### src/sv/tgd_pkg.sv
// Shared types and constants for the tile grid derivation block.
`timescale 1ns / 1ps

package tgd_pkg;

    // Fixed field widths.
    localparam int POS_W = 11;
    localparam int SIZE_M1_W = 10;
    localparam int IDX_W = 5;

    // Results one input transaction may produce.
    localparam int RESULT_SLOTS = 32;
    localparam int N_W = $clog2(RESULT_SLOTS);

    // Configuration register indexes.
    localparam logic REG_PIC_WIDTH = 1'b0;
    localparam logic REG_PIC_HEIGHT = 1'b1;

    // Axis codes.
    localparam logic AXIS_COL = 1'b0;
    localparam logic AXIS_ROW = 1'b1;

    // Input transaction payload.
    typedef struct packed {
        logic                 axis;
        logic [SIZE_M1_W-1:0] size_minus1;
        logic                 last_explicit;
    } tgd_in_t;

    // Output transaction payload.
    typedef struct packed {
        logic             out_axis;
        logic [IDX_W-1:0] tile_index;
        logic [POS_W-1:0] tile_size;
        logic [POS_W-1:0] tile_start;
        logic             last;
        logic             overflow;
    } tgd_out_t;

    // Commands from the controller to the datapath.
    typedef struct packed {
        logic load;
        logic step;
    } tgd_cmd_t;

    // Status from the datapath to the controller.
    typedef struct packed {
        logic step_final;
    } tgd_status_t;

endpackage

### src/sv/tgd_ctrl.sv
// Controller for the tile grid derivation: sequencing and handshakes.
`timescale 1ns / 1ps

module tgd_ctrl
(
    input  logic                 clk,
    input  logic                 rst_n,
    input  logic                 in_valid,
    output logic                 in_ready,
    output logic                 out_valid,
    input  logic                 out_ready,
    input  tgd_pkg::tgd_status_t status,
    output tgd_pkg::tgd_cmd_t    cmd
);

    localparam logic ST_IDLE = 1'b0;
    localparam logic ST_RUN = 1'b1;

    logic state_reg;
    logic state_next;
    logic out_valid_reg;
    logic out_valid_next;
    logic step_fire;
    logic load;

    // A step runs when an item is held and the output register is free or draining.
    assign step_fire = (state_reg == ST_RUN) && (!out_valid_reg || out_ready);

    // A new item is taken when idle or in the cycle that finishes the current one.
    assign in_ready = (state_reg == ST_IDLE) || (step_fire && status.step_final);
    assign load = in_valid && in_ready;

    assign cmd.load = load;
    assign cmd.step = step_fire;
    assign out_valid = out_valid_reg;

    // Next state.
    always_comb
    begin
        state_next = state_reg;
        if (load)
        begin
            state_next = ST_RUN;
        end
        else if (step_fire && status.step_final)
        begin
            state_next = ST_IDLE;
        end
    end

    // Output register occupancy.
    always_comb
    begin
        out_valid_next = out_valid_reg;
        if (step_fire)
        begin
            out_valid_next = 1'b1;
        end
        else if (out_ready)
        begin
            out_valid_next = 1'b0;
        end
    end

    // Control registers.
    always_ff @(posedge clk or negedge rst_n)
    begin
        if (!rst_n)
        begin
            state_reg <= ST_IDLE;
            out_valid_reg <= 1'b0;
        end
        else
        begin
            state_reg <= state_next;
            out_valid_reg <= out_valid_next;
        end
    end

endmodule

### src/sv/tgd_dp.sv
// Datapath for the tile grid derivation: axis state, tile arithmetic, output register.
`timescale 1ns / 1ps

module tgd_dp
#(
    parameter int MAX_TILES = 32,
    parameter int CTB_COORD_BITS = 10
)
(
    input  logic                         clk,
    input  logic                         rst_n,
    input  logic                         cfg_we,
    input  logic                         cfg_index,
    input  logic [tgd_pkg::POS_W-1:0]    cfg_data,
    input  tgd_pkg::tgd_in_t             in_data,
    input  tgd_pkg::tgd_cmd_t            cmd,
    output tgd_pkg::tgd_status_t         status,
    output tgd_pkg::tgd_out_t            out_data
);

    localparam int POS_W = tgd_pkg::POS_W;
    localparam int CNT_W = $clog2(MAX_TILES + 1);
    localparam int N_W = tgd_pkg::N_W;
    localparam logic [POS_W:0] PIC_LIMIT =
        (CTB_COORD_BITS >= POS_W) ? (POS_W+1)'(1 << POS_W) : (POS_W+1)'(1 << CTB_COORD_BITS);
    localparam logic [CNT_W-1:0] CNT_MAX = CNT_W'(MAX_TILES);
    localparam logic [CNT_W-1:0] CNT_LAST = CNT_W'(MAX_TILES - 1);
    localparam logic [tgd_pkg::IDX_W-1:0] MARK_IDX = tgd_pkg::IDX_W'(MAX_TILES - 1);
    localparam logic [N_W-1:0] N_LAST = N_W'(tgd_pkg::RESULT_SLOTS - 1);

    // Configuration registers.
    logic [POS_W-1:0] pic_w_reg;
    logic [POS_W-1:0] pic_h_reg;

    // Per-axis state.
    logic [POS_W-1:0] next_start_reg [2];
    logic [CNT_W-1:0] tile_count_reg [2];
    logic             ovf_seen_reg [2];

    // Current item and its progress.
    logic             item_axis_reg;
    logic [POS_W-1:0] item_sz_reg;
    logic             item_fill_reg;
    logic             phase_reg;
    logic [N_W-1:0]   n_reg;
    tgd_pkg::tgd_out_t out_reg;

    // Step arithmetic.
    logic [POS_W-1:0] pic_raw;
    logic [POS_W-1:0] pic;
    logic [POS_W-1:0] ns;
    logic [CNT_W-1:0] cnt;
    logic             ovf;
    logic [POS_W-1:0] rem;
    logic             full;
    logic             sz_gt;
    logic [POS_W-1:0] t_min;
    logic             force_all;
    logic [POS_W-1:0] t;
    logic             clamp;
    logic [POS_W-1:0] rem_after;
    logic             final_step;
    logic             ovf_new;
    logic [31:0]      cnt_wide;
    tgd_pkg::tgd_out_t res;

    // Configuration writes.
    always_ff @(posedge clk or negedge rst_n)
    begin
        if (!rst_n)
        begin
            pic_w_reg <= POS_W'(1);
            pic_h_reg <= POS_W'(1);
        end
        else if (cfg_we)
        begin
            unique case (cfg_index)
                tgd_pkg::REG_PIC_WIDTH:  pic_w_reg <= cfg_data;
                tgd_pkg::REG_PIC_HEIGHT: pic_h_reg <= cfg_data;
                default: ;
            endcase
        end
    end

    // Picture size for the current axis, clamped to the coordinate range.
    always_comb
    begin
        pic_raw = (item_axis_reg == tgd_pkg::AXIS_ROW) ? pic_h_reg : pic_w_reg;
        pic = ({1'b0, pic_raw} > PIC_LIMIT) ? PIC_LIMIT[POS_W-1:0] : pic_raw;
    end

    // One tile per step: the explicit tile first, then the uniform fill tiles.
    always_comb
    begin
        ns = next_start_reg[item_axis_reg];
        cnt = tile_count_reg[item_axis_reg];
        ovf = ovf_seen_reg[item_axis_reg];
        rem = (pic > ns) ? (pic - ns) : '0;
        full = (cnt >= CNT_MAX);
        sz_gt = (item_sz_reg > rem);
        t_min = sz_gt ? rem : item_sz_reg;
        force_all = phase_reg && (rem != t_min) && ((cnt >= CNT_LAST) || (n_reg == N_LAST));
        t = force_all ? rem : t_min;
        clamp = phase_reg ? force_all : sz_gt;
        rem_after = full ? rem : (rem - t);
        final_step = (phase_reg && full) || !item_fill_reg || (rem_after == '0);
        ovf_new = ovf || full || clamp;
        cnt_wide = 32'(cnt);

        res.out_axis = item_axis_reg;
        res.tile_index = full ? MARK_IDX : cnt_wide[tgd_pkg::IDX_W-1:0];
        res.tile_size = full ? '0 : t;
        res.tile_start = ns;
        res.last = item_fill_reg && final_step;
        res.overflow = ovf_new;
    end

    assign status.step_final = final_step;
    assign out_data = out_reg;

    // Per-axis state and item progress.
    always_ff @(posedge clk or negedge rst_n)
    begin
        if (!rst_n)
        begin
            for (int a = 0; a < 2; a++)
            begin
                next_start_reg[a] <= '0;
                tile_count_reg[a] <= '0;
                ovf_seen_reg[a] <= 1'b0;
            end
            phase_reg <= 1'b0;
            n_reg <= '0;
        end
        else
        begin
            if (cmd.step)
            begin
                if (item_fill_reg && final_step)
                begin
                    next_start_reg[item_axis_reg] <= '0;
                    tile_count_reg[item_axis_reg] <= '0;
                    ovf_seen_reg[item_axis_reg] <= 1'b0;
                end
                else
                begin
                    ovf_seen_reg[item_axis_reg] <= ovf_new;
                    if (!full)
                    begin
                        next_start_reg[item_axis_reg] <= ns + t;
                        tile_count_reg[item_axis_reg] <= cnt + CNT_W'(1);
                    end
                end
            end
            // A newly loaded item starts over; otherwise a step advances the progress.
            if (cmd.load)
            begin
                phase_reg <= 1'b0;
                n_reg <= '0;
            end
            else if (cmd.step)
            begin
                phase_reg <= 1'b1;
                n_reg <= n_reg + N_W'(1);
            end
        end
    end

    // Item and output payload registers.
    always_ff @(posedge clk)
    begin
        if (cmd.load)
        begin
            item_axis_reg <= in_data.axis;
            item_sz_reg <= POS_W'(in_data.size_minus1) + POS_W'(1);
            item_fill_reg <= in_data.last_explicit;
        end
        if (cmd.step)
        begin
            out_reg <= res;
        end
    end

endmodule

### src/sv/tile_grid_derivation.sv
// Tile grid derivation: emits the tile columns or rows of a picture from explicit sizes.
//
// Usage: the input channel (in_valid/in_ready/in_data) carries one explicit tile size
// for one axis. Each input transaction yields one output transaction for that tile;
// when last_explicit is set it further yields uniform tiles of the same size and a
// remainder tile, one per cycle unless the output stalls, then clears that axis.
// Picture sizes come from the write port (cfg_we/cfg_index/cfg_data); the user writes
// them only while the block is idle, which the block itself does not enforce.
// The final tile is marked last. After an accept the controller enters its run state;
// the first step runs once the output register is free, and its result is then held in
// the output register. Throughput: one step per cycle while the output is not stalled,
// each step producing one output transaction, so an explicit entry takes one step and a
// last entry one step per tile; the next input is taken in the cycle of the final step.
// The output register is the only buffer: while it holds a result and out_ready is low
// no step runs and the held result stays put, so the whole block waits.
// Reset: both picture sizes return to 1 CTB and both axes to an empty grid; no
// clearing pass is needed.
`timescale 1ns / 1ps

module tile_grid_derivation
#(
    parameter int MAX_TILES = 32,
    parameter int CTB_COORD_BITS = 10
)
(
    input  logic                      clk,
    input  logic                      rst_n,
    input  logic                      cfg_we,
    input  logic                      cfg_index,
    input  logic [tgd_pkg::POS_W-1:0] cfg_data,
    input  logic                      in_valid,
    output logic                      in_ready,
    input  tgd_pkg::tgd_in_t          in_data,
    output logic                      out_valid,
    input  logic                      out_ready,
    output tgd_pkg::tgd_out_t         out_data
);

    tgd_pkg::tgd_cmd_t    cmd;
    tgd_pkg::tgd_status_t status;

    // Sequencing and handshakes.
    tgd_ctrl u_ctrl
    (
        .clk       (clk),
        .rst_n     (rst_n),
        .in_valid  (in_valid),
        .in_ready  (in_ready),
        .out_valid (out_valid),
        .out_ready (out_ready),
        .status    (status),
        .cmd       (cmd)
    );

    // Tile arithmetic and state.
    tgd_dp
    #(
        .MAX_TILES      (MAX_TILES),
        .CTB_COORD_BITS (CTB_COORD_BITS)
    )
    u_dp
    (
        .clk       (clk),
        .rst_n     (rst_n),
        .cfg_we    (cfg_we),
        .cfg_index (cfg_index),
        .cfg_data  (cfg_data),
        .in_data   (in_data),
        .cmd       (cmd),
        .status    (status),
        .out_data  (out_data)
    );

    // A tile of size zero is only ever a clamped tile or a marker.
    a_zero_size_flags: assert property (@(posedge clk) disable iff (!rst_n)
        out_valid && (out_data.tile_size == '0) |-> out_data.overflow)
        else $error("zero-size tile without overflow");

    // The closing tile of an axis either covers CTBs or reports an overflow.
    a_last_tile: assert property (@(posedge clk) disable iff (!rst_n)
        out_valid && out_data.last && !out_data.overflow |-> (out_data.tile_size != '0))
        else $error("empty closing tile without overflow");

    // After a step runs, the output register holds its result as valid.
    a_step_room: assert property (@(posedge clk) disable iff (!rst_n)
        cmd.step |=> out_valid)
        else $error("result lost after step");

endmodule
### config.mk
export PLATFORM = sky130hd
export DESIGN_NAME = tile_grid_derivation
export DESIGN_NICKNAME = d
export VERILOG_FILES = /design/src/sv/tgd_pkg.sv /design/src/sv/tgd_ctrl.sv /design/src/sv/tgd_dp.sv /design/src/sv/tile_grid_derivation.sv
export SDC_FILE = /design/constraint.sdc
export NUM_CORES = 1
export LEC_CHECK = 0
export BUFFER_PORTS_ARGS = -buffer_cell sky130_fd_sc_hd__buf_2
export CAP_MARGIN = 20
export CORE_MARGIN = 2
export CORE_UTILIZATION = 25
export DETAILED_ROUTE_END_ITERATION = 8
export HOLD_SLACK_MARGIN = 0.08
export SLEW_MARGIN = 0
export SYNTH_ARGS = -nofsm -noshare
export SYNTH_HDL_FRONTEND = slang
export SYNTH_SLANG_ARGS = --single-unit
### constraint.sdc
create_clock -name clk -period 11.17 [get_ports clk]
set_input_delay 0.5585 -clock clk [delete_from_list [all_inputs] [get_ports clk]]
set_output_delay 0.5585 -clock clk [all_outputs]
set_load 0.03 [all_outputs]
# ---- Yosys cells after proc, flatten, opt, wreduce, memory -nomap -nowiden
# Index checks and enable logic that the tools add are counted.
dict set report op_classes {
  muxes 38
  bitwise_logic 9
  n_eq_ne 3
  add_sub_neg 6
  magnitude_cmp 7
  reduce_logical 24
}
# op count
set op_table {}
lappend op_table {{$mux 11} 10}
lappend op_table {{$mux 22} 2}
lappend op_table {{$mux 12} 2}
lappend op_table {{$mux 6} 4}
lappend op_table {{$and 22x22->22} 1}
lappend op_table {{$bwmux 22} 1}
lappend op_table {{$gt 11x11->1} 2}
lappend op_table {{$not 22->22} 1}
lappend op_table {{$sub 11x11->11} 2}
lappend op_table {{$and 12x12->12} 1}
lappend op_table {{$bwmux 12} 1}
lappend op_table {{$not 12->12} 1}
lappend op_table {{$add 10x1->11 const B} 1}
lappend op_table {{$add 11x11->11} 1}
lappend op_table {{$demux 11 s1} 1}
lappend op_table {{$gt 11x11->1 const B} 1}
lappend op_table {{$logic_not 11->1} 1}
lappend op_table {{$mux 1} 11}
lappend op_table {{$ne 11x11->1} 1}
lappend op_table {{$mux 5} 2}
lappend op_table {{$logic_and 1x1->1} 8}
lappend op_table {{$logic_or 1x1->1} 7}
lappend op_table {{$add 6x1->6 const B} 1}
lappend op_table {{$demux 6 s1} 1}
lappend op_table {{17 further kinds} 23}
dict set report word_totals {
  input_bits 29
  word_cells 108
  output_inout_bits 32
  ff_bits 109
}

# ---- Logic depth before layout (Yosys ltp)
# Gate-level depths: netlist of the first run.
dict set report logic_depth {
  ltp_word 20
  ltp_mapped 41
  ltp_nobuf 36
}

# ---- Hierarchy
# From an unflattened synthesis of the first run, not the netlist that was laid out.
dict set report hier_totals {
  cells_unflattened 663
  hier_area_um2 6995.5
}
# mod n_inst seq_area_each_um2 cells_per_inst area_each_um2
set modules_own_cells {}
lappend modules_own_cells {tgd_dp 1 2895.3 648 6864.1}
lappend modules_own_cells {tgd_ctrl 1 50.0 15 131.4}

# ---- Least setup slack after synthesis of the first run
# Ideal clock, no wire load.
dict set report synth_timing {
  kind {register to output}
  startpoint {register u_dp.item_axis_reg}
  endpoint {output in_ready}
  arrival_time_ps 8044
  stages_incl_launch_ff 37
  slack_ps 2568
  n_path_buf 6
  t_required_ps 10612
  path_cell_list {edfxtp_1 > buf_2 > buf_1 > clkbuf_1 > buf_1 > mux2_2 > ha_1 > fa_1 > nand2b_1 > a211o_1 > a21oi_1 > nor4_1 > nor3_2 > inv_1 > ha_1 > and3_1 > nand2_1 > o21ai_0 > nor2_1 > nand2_1 > o21ai_0 > o31ai_1 > nor2_1 > buf_2 > buf_4 > mux2i_1 > ha_1 > inv_1 > fa_1 > a21o_1 > a221o_1 > a31oi_1 > nor2_1 > a211oi_1 > nor3_1 > mux2_2 > o31a_1}
}
dict set report synth_between {
  elab_chain_cells 18
  elab_cells_between_ends 30
  cone_classes {add/sub (2); order compare (5); eq/ne (1); mux (12); bitwise (1); reduce/logical (9)}
}
# item line_no
set synth_lines {}
lappend synth_lines {{start, declared} tgd_dp.sv:41} ;# logic item_axis_reg;
lappend synth_lines {{start signal, assigned} tgd_dp.sv:174} ;# item_axis_reg <= in_data.axis;
lappend synth_lines {{$not 1->2 (not written as such) (*)} tgd_dp.sv:95} ;# ns = next_start_reg[item_axis_reg];
lappend synth_lines {{$mux 11 (not written as such) (*) (3 in a row)} tgd_dp.sv:95}
lappend synth_lines {{via u_dp.ns[0]} tgd_dp.sv:51} ;# logic [POS_W-1:0] ns;
lappend synth_lines {{$sub 11x11->11 / $gt 11x11->1 (equally long branches)} tgd_dp.sv:98} ;# rem = (pic > ns) ? (pic - ns) : '0;
lappend synth_lines {{$mux 11 (*)} tgd_dp.sv:98}
lappend synth_lines {{$gt 11x11->1} tgd_dp.sv:100} ;# sz_gt = (item_sz_reg > rem);
lappend synth_lines {{$mux 11} tgd_dp.sv:101} ;# t_min = sz_gt ? rem : item_sz_reg;
lappend synth_lines {{$ne 11x11->1} tgd_dp.sv:102} ;# force_all = phase_reg && (rem != t_min) && ((cnt >= CNT_LAST) || (n_reg == N_LAST));
lappend synth_lines {{$logic_and 1x1->1 (2 in a row)} tgd_dp.sv:102}
lappend synth_lines {{$mux 11 (*)} tgd_dp.sv:103} ;# t = force_all ? rem : t_min;
lappend synth_lines {{via u_dp.t[0]} tgd_dp.sv:59} ;# logic [POS_W-1:0] t;
lappend synth_lines {{$sub 11x11->11 (*)} tgd_dp.sv:105} ;# rem_after = full ? rem : (rem - t);
lappend synth_lines {{$mux 11 (*)} tgd_dp.sv:105}
lappend synth_lines {{$logic_not 11->1 (*)} tgd_dp.sv:106} ;# final_step = (phase_reg && full) || !item_fill_reg || (rem_after == '0);
lappend synth_lines {{$logic_or 1x1->1 (*)} tgd_dp.sv:106}
lappend synth_lines {{$logic_and 1x1->1 (*)} tgd_ctrl.sv:30} ;# assign in_ready = (state_reg == ST_IDLE) || (step_fire && status.step_final);
lappend synth_lines {{$logic_or 1x1->1 (*)} tgd_ctrl.sv:30}
lappend synth_lines {{end, declared} tile_grid_derivation.sv:32} ;# output logic in_ready,
# Mark *: on every way through the listed nets, which the timed path passes. The rest lies on a longest branch. The select of a mux whose other input is x is not followed.

# ---- Worst setup path in the final report of the first run
dict set report layout_timing {
  startpoint {register u_dp.pic_h_reg[4]}
  endpoint {output in_ready}
}
dict set report layout_between {
  elab_chain_cells 17
  elab_cells_between_ends 18
  cone_classes {add/sub (2); order compare (3); eq/ne (1); mux (6); reduce/logical (6)}
}
# item line_no
set layout_lines {}
lappend layout_lines {{start, declared} tgd_dp.sv:33} ;# logic [POS_W-1:0] pic_h_reg;
lappend layout_lines {{start signal, assigned} tgd_dp.sv:79} ;# tgd_pkg::REG_PIC_HEIGHT: pic_h_reg <= cfg_data;
lappend layout_lines {{$mux 11 (*)} tgd_dp.sv:88} ;# pic_raw = (item_axis_reg == tgd_pkg::AXIS_ROW) ? pic_h_reg : pic_w_reg;
lappend layout_lines {{$gt 11x11->1} tgd_dp.sv:89} ;# pic = ({1'b0, pic_raw} > PIC_LIMIT) ? PIC_LIMIT[POS_W-1:0] : pic_raw;
lappend layout_lines {{$mux 11 (*)} tgd_dp.sv:89}
lappend layout_lines {{$sub 11x11->11 / $gt 11x11->1 (equally long branches)} tgd_dp.sv:98}
lappend layout_lines {{$mux 11 (*)} tgd_dp.sv:98}
lappend layout_lines {{$gt 11x11->1} tgd_dp.sv:100}
lappend layout_lines {{$mux 11} tgd_dp.sv:101}
lappend layout_lines {{$ne 11x11->1} tgd_dp.sv:102}
lappend layout_lines {{$logic_and 1x1->1 (2 in a row)} tgd_dp.sv:102}
lappend layout_lines {{$mux 11} tgd_dp.sv:103}
lappend layout_lines {{$sub 11x11->11} tgd_dp.sv:105}
lappend layout_lines {{$mux 11 (*)} tgd_dp.sv:105}
lappend layout_lines {{$logic_not 11->1 (*)} tgd_dp.sv:106}
lappend layout_lines {{$logic_or 1x1->1 (*)} tgd_dp.sv:106}
lappend layout_lines {{$logic_and 1x1->1 (*)} tgd_ctrl.sv:30}
lappend layout_lines {{$logic_or 1x1->1 (*)} tgd_ctrl.sv:30}
# Every way passes the cells marked *; elsewhere a longest branch is shown, timed or not.

==> impl_metrics.env, run 1 <==
export IMPL_htree_levels=3
export IMPL_worstPathArrival_ps=8710
export IMPL_clock_sinks=109
export IMPL_relSlewSlack=0.328
export IMPL_async_flop_share=0.606
export IMPL_r2r_start="u_dp.pic_h_reg[4]$_DFFE_PN0P_"
export IMPL_syn_to_final_growth_pct=13.6
export IMPL_drive_above_1_share=0.172
export IMPL_yosysSeqAreaShare=0.400
export IMPL_finalMaxSlewViolations=0
export IMPL_worst_endpoint_required_ps=10610
export IMPL_gp_congestion=0.878
export IMPL_finalClockSkew_ps=11.8
export IMPL_ys_ff_latch=109
export IMPL_rrSetupSlack_ps=2210
export IMPL_post_cts_buffers=0
export IMPL_cpMaxStageDelayCell="or4_1"
export IMPL_io_pins=61
export IMPL_crit_buf_inv=3
export IMPL_initial_core_util=0.255
export IMPL_hpwlAfterDp_mm=15.1
export IMPL_status="complete, no violations"
export IMPL_synth_warnings=0
export IMPL_drtIter0Drc=412
export IMPL_finalWorstPathRequiredPeriod_ps=9270
export IMPL_hold_viol=0
export IMPL_tns_ps=0
export IMPL_grt_pass1_wl_mm=31.0
export IMPL_synthFlopType="dfrtp_1"
export IMPL_drt_drc_violations_left=0
export IMPL_first_pass_iters=7
export IMPL_synth_edf_count=43
export IMPL_path_max_fanout=28
export IMPL_grt_pass1_vias=5590
export IMPL_clk_pin_slew_ps=70
export IMPL_die_h_um=176
export IMPL_endpoint_kind="output port"
export IMPL_cts_hold_buffers_added=0
export IMPL_r2r_cells=35
export IMPL_synth_avg_cell_area_um2=10.4
export IMPL_setup_ws_ps=1900
export IMPL_track_usage=0.128
export IMPL_hp_class="input port to asynchronous set/reset pin"
export IMPL_die_x_um=176
export IMPL_synth_nets=790
export IMPL_cpLargestDelayFamily="compound AO/OA/AOI/OAI gates"
export IMPL_largest_register_ff_count=30
export IMPL_antenna_found_initial=1
export IMPL_num_rows=62
export IMPL_rr_endpoint="u_dp.ovf_seen_reg[0]$_DFFE_PN0P_"
export IMPL_netlist_instances=712
export IMPL_grt_max_degree=67
export IMPL_via_count=5753
export IMPL_cts_tree="yes"
export IMPL_cp_num_cells=33
export IMPL_wl_per_cell_um=17.1
export IMPL_design_die_area_mm2=0.0309
export IMPL_grt_overflow_total=0
export IMPL_critPathKind="flop to output port"
export IMPL_drv_cap=0
export IMPL_drt_wl_total_mm=19.6
export IMPL_fill_cells=3024
export IMPL_final_cell_mix="dfrtp_1, buf_2, nand2_1"
export IMPL_drtAntennaViolNets=0
export IMPL_tritoncts_num_buffers=9
export IMPL_clock_latency_ps=360
export IMPL_yosysUniqueCellTypes=85
export IMPL_dpl_worst_slack_ps=1830
export IMPL_setup_viol=0
export IMPL_nNetsFinal=840
export IMPL_rsz0062_at_grt="false"
export IMPL_max_stage_delay_ps=520
export IMPL_tightest_slew_ps=1000
export IMPL_final_common_cell="dfrtp_1"
export IMPL_numPortBuffers=60
export IMPL_cts_path_max_buffers=2
export IMPL_coreArea_mm2=0.0289
export IMPL_post_cts_resized=0
export IMPL_insertedDiodeCount=0
export IMPL_finalCritPeriodShare=0.830
export IMPL_start_kind="flop"
export IMPL_fmax_mhz=108
export IMPL_mappedNetlistArea_mm2=0.00737
export IMPL_viasPerCell=5.00
export IMPL_cts_root_buffer="clkbuf_16"
[worst reg2reg max path, delay by kind of cell, from the launching register on]
kind	cells	cell delay, ps
AOI/OAI and AO/OA	16	3810
and+or+nand+nor	11	2680
DFF	1	390
buffers and inverters	4	810
adders and majority gates	3	970
muxes	1	190
[cells in the mapped netlist (all sizes together), types with 12 or more instances]
| cell | count | area [µm²] |
|---|---|---|
| a21oi | 36 | 180 |
| nand3 | 13 | 65.1 |
| mux2i | 50 | 504 |
| a32o | 24 | 240 |
| clkbuf | 14 | 52.6 |
| xnor2 | 23 | 201 |
| nand2b | 13 | 81.3 |
| edfxtp | 43 | 1290 |
| a21o | 12 | 90.1 |
| buf | 13 | 81.3 |
| mux2 | 36 | 405 |
| nor2 | 47 | 176 |
| nand2 | 59 | 224 |
| ha | 46 | 576 |
| dfrtp | 64 | 1600 |
| inv | 40 | 153 |
| nor3 | 16 | 95.1 |
| o21ai | 23 | 126 |
[final cells by class]
type	count	area (µm²)	share of cell area
well taps	384	480	0.0574
clock buffers	10	229	0.0274
inverters	40	153	0.0182
repair buffers	66	353	0.0422
flip-flops and latches	109	2950	0.352
clock inverters	6	68.8	0.00822
multi-input cells	536	4140	0.495
[per-stage QoR]
stage	utilization	hold WS (ps)	cells	cell area, µm²
after floorplan	-	263	712	7370
after global placement	0.279	464	1134	8060
after detailed placement	0.279	469	1134	8060
after CTS	0.289	407	1150	8350
after global routing	0.290	405	1151	8370
final	0.290	375	1151	8370
[worst max-delay path by stage]
stage | start | endpoint | slack [ps]
3_3_place_gp | u_dp.pic_h_reg[4]$_DFFE_PN0P_ | u_dp.ovf_seen_reg[0]$_DFFE_PN0P_ | 2040
6_report | u_dp.pic_h_reg[4]$_DFFE_PN0P_ | in_ready | 1900
2_1_floorplan | u_dp.item_axis_reg$_DFFE_PP_ | in_ready | 2570
3_5_place_dp | u_dp.pic_h_reg[4]$_DFFE_PN0P_ | u_dp.ovf_seen_reg[0]$_DFFE_PN0P_ | 1830
4_1_cts | u_dp.pic_h_reg[4]$_DFFE_PN0P_ | u_dp.ovf_seen_reg[0]$_DFFE_PN0P_ | 1760
5_1_grt | u_dp.pic_h_reg[4]$_DFFE_PN0P_ | in_ready | 1110
[logic make-up after synthesis]
logic type	share of synthesized area
AO/OA/AOI/OAI	0.176
XOR/XNOR	0.0380
adder cells (fa/ha/maj)	0.0862
buffers and inverters	0.0389
flip-flops	0.400
multiplexers	0.123
AND/OR/NAND/NOR	0.137
[layer usage]
metal / track usage / wire length (µm) / vias up
li1: - / - / 2775
met1: 0.175 / 9220 / 2785
met2: 0.202 / 8850 / 170
met3: 0.0297 / 1240 / 21
met4: 0.0334 / 321 / 2
met5: 0 / 13 / -
Power of run 1 is not shown: default switching activity piles up to over one toggle a cycle in this logic, so the estimate is an artifact.
==> run 2, diff against run 1 <==
clock period = 8.55 ns   (was 11.17 ns; I/O delays follow)
==> run 2 against run 1 <==
  * Critical path depth fell by 2
  * Clock-buffer cell count did not move
  * Non-clock buffer count rose by 19
  * Critical endpoint unchanged
  * First-iteration DRC count rose by 9.7%
  * Highest routed layer is now met4
  * Hold slack got worse by 120 ps
==> impl_metrics.env, run 2 (synthesized netlist as in run 1, its figures left out) <==
export IMPL_status="complete, no violations"
export IMPL_first_pass_iters=7
export IMPL_nNetsFinal=859
export IMPL_largest_register_ff_count=30
export IMPL_drt_wl_total_mm=19.8
export IMPL_drtAntennaViolNets=0
export IMPL_finish_utilization=0.298
export IMPL_setup_viol=0
export IMPL_drtIter0Drc=452
export IMPL_cpMaxStageDelayCell="or4_1"
export IMPL_cts_tree="yes"
export IMPL_path_max_fanout=10
export IMPL_die_h_um=176
export IMPL_design_die_area_mm2=0.0309
export IMPL_fmax_mhz=121
export IMPL_coreArea_mm2=0.0289
export IMPL_relSlewSlack=0.257
export IMPL_num_rows=62
export IMPL_worstPathArrival_ps=7810
export IMPL_finalMaxSlewViolations=0
export IMPL_critPathKind="flop to output port"
export IMPL_dpl_cell_area_mm2=0.00815
export IMPL_drive_above_1_share=0.223
export IMPL_hold_viol=0
export IMPL_busiest_layer="met2"
export IMPL_wl_per_cell_um=17.0
export IMPL_htree_levels=3
export IMPL_track_usage=0.129
export IMPL_drt_drc_violations_left=0
export IMPL_postLayoutCellArea_mm2=0.00861
export IMPL_viasPerCell=5.03
export IMPL_clk_pin_slew_ps=80
export IMPL_cts_root_buffer="clkbuf_16"
export IMPL_finalClockSkew_ps=11.0
export IMPL_grt_pass1_vias=5733
export IMPL_insertedDiodeCount=0
export IMPL_final_common_cell="dfrtp_1"
export IMPL_antenna_found_initial=0
export IMPL_final_cell_mix="dfrtp_1, buf_2, nand2_1"
export IMPL_finalCritPeriodShare=0.963
export IMPL_via_count=5890
export IMPL_grt_overflow_total=0
export IMPL_numPortBuffers=60
export IMPL_tightest_slew_ps=1110
export IMPL_grt_use_met3=0.0238
export IMPL_grtUsageMet1=0.176
export IMPL_gp_congestion=0.915
export IMPL_tns_ps=0
export IMPL_initial_core_util=0.255
export IMPL_tritoncts_num_buffers=9
export IMPL_syn_to_final_growth_pct=16.8
export IMPL_die_x_um=176
export IMPL_cts_path_max_buffers=2
export IMPL_met2_usage=0.204
export IMPL_clock_sinks=109
export IMPL_hpwlAfterDp_mm=14.8
export IMPL_hp_class="input port to asynchronous set/reset pin"
export IMPL_io_pins=61
export IMPL_max_stage_delay_ps=550
export IMPL_endpoint_kind="output port"
export IMPL_drv_cap=0
export IMPL_clock_latency_ps=370
export IMPL_worst_endpoint_required_ps=8120
export IMPL_start_kind="flop"
export IMPL_grt_max_degree=67
export IMPL_finalWorstPathRequiredPeriod_ps=8230
export IMPL_grt_pass1_wl_mm=31.2
[run 2: final timing paths]
path | startpoint | cells past startpoint | slack, ps | endpoint
min in group clk | in_data[11] | 1 | 260 | u_dp.item_axis_reg$_DFFE_PP_
max in group asynchronous | rst_n | 2 | 7710 | u_ctrl.state_reg$_DFFE_PN0P_
worst min-delay path | rst_n | 2 | 260 | u_dp.next_start_reg[14]$_DFFE_PN0P_
worst min register to register | u_dp.ovf_seen_reg[0]$_DFFE_PN0P_ | 2 | 490 | u_dp.ovf_seen_reg[0]$_DFFE_PN0P_
worst max-delay path | u_dp.pic_h_reg[4]$_DFFE_PN0P_ | 31 | 320 | in_ready
worst max register to register | u_dp.pic_h_reg[4]$_DFFE_PN0P_ | 35 | 530 | u_dp.ovf_seen_reg[0]$_DFFE_PN0P_
[run 2: per-stage QoR]
stage | hold WS, ps | setup slack (ps) | cells
after global routing | 251 | -65.8 | 1170
final | 257 | 316 | 1170
after global placement | 467 | 266 | 1147
after floorplan | 132 | 78.8 | 712
after detailed placement | 471 | 55.6 | 1147
after CTS | 242 | 30.4 | 1163
[run 2: critical path, delay by kind of cell, from the launching register on]
kind                     cells  cell delay (ps)
AND/OR/NAND/NOR             11             2840
AO/OA/AOI/OAI               12             2510
adder cells (fa/ha/maj)      3              800
buffers and inverters        3              490
multiplexers                 2              410
flip-flops                   1              390
[run 2: metal layers]
| metal | part of all wire | wire length (µm) |
|---|---|---|
| met1 | 0.46 | 9180 |
| met2 | 0.45 | 9020 |
| met3 | 0.059 | 1170 |
| met4 | 0.023 | 463 |
| met5 | 0 | 0 |
[run 2: area by class of cell]
type	count	area, µm²
clock inverter	6	47.5
tap	384	480
clock buffer	10	229
fill	3065	20300
multi-input combinational	536	4250
inverter	40	153
sequential	109	2950
timing repair buffer	85	498
[run 2: timing repair]
| item | 4_1_cts | 5_1_grt |
|---|---|---|
| endpoints found under the setup margin | 2 | 49 |
| gates resized for setup | 5 | 26 |
| buffers inserted | 0 | 6 |
| pin swaps | 0 | 9 |
| hold buffers | 0 | 0 |
Power of run 2 is left out for the same reason.
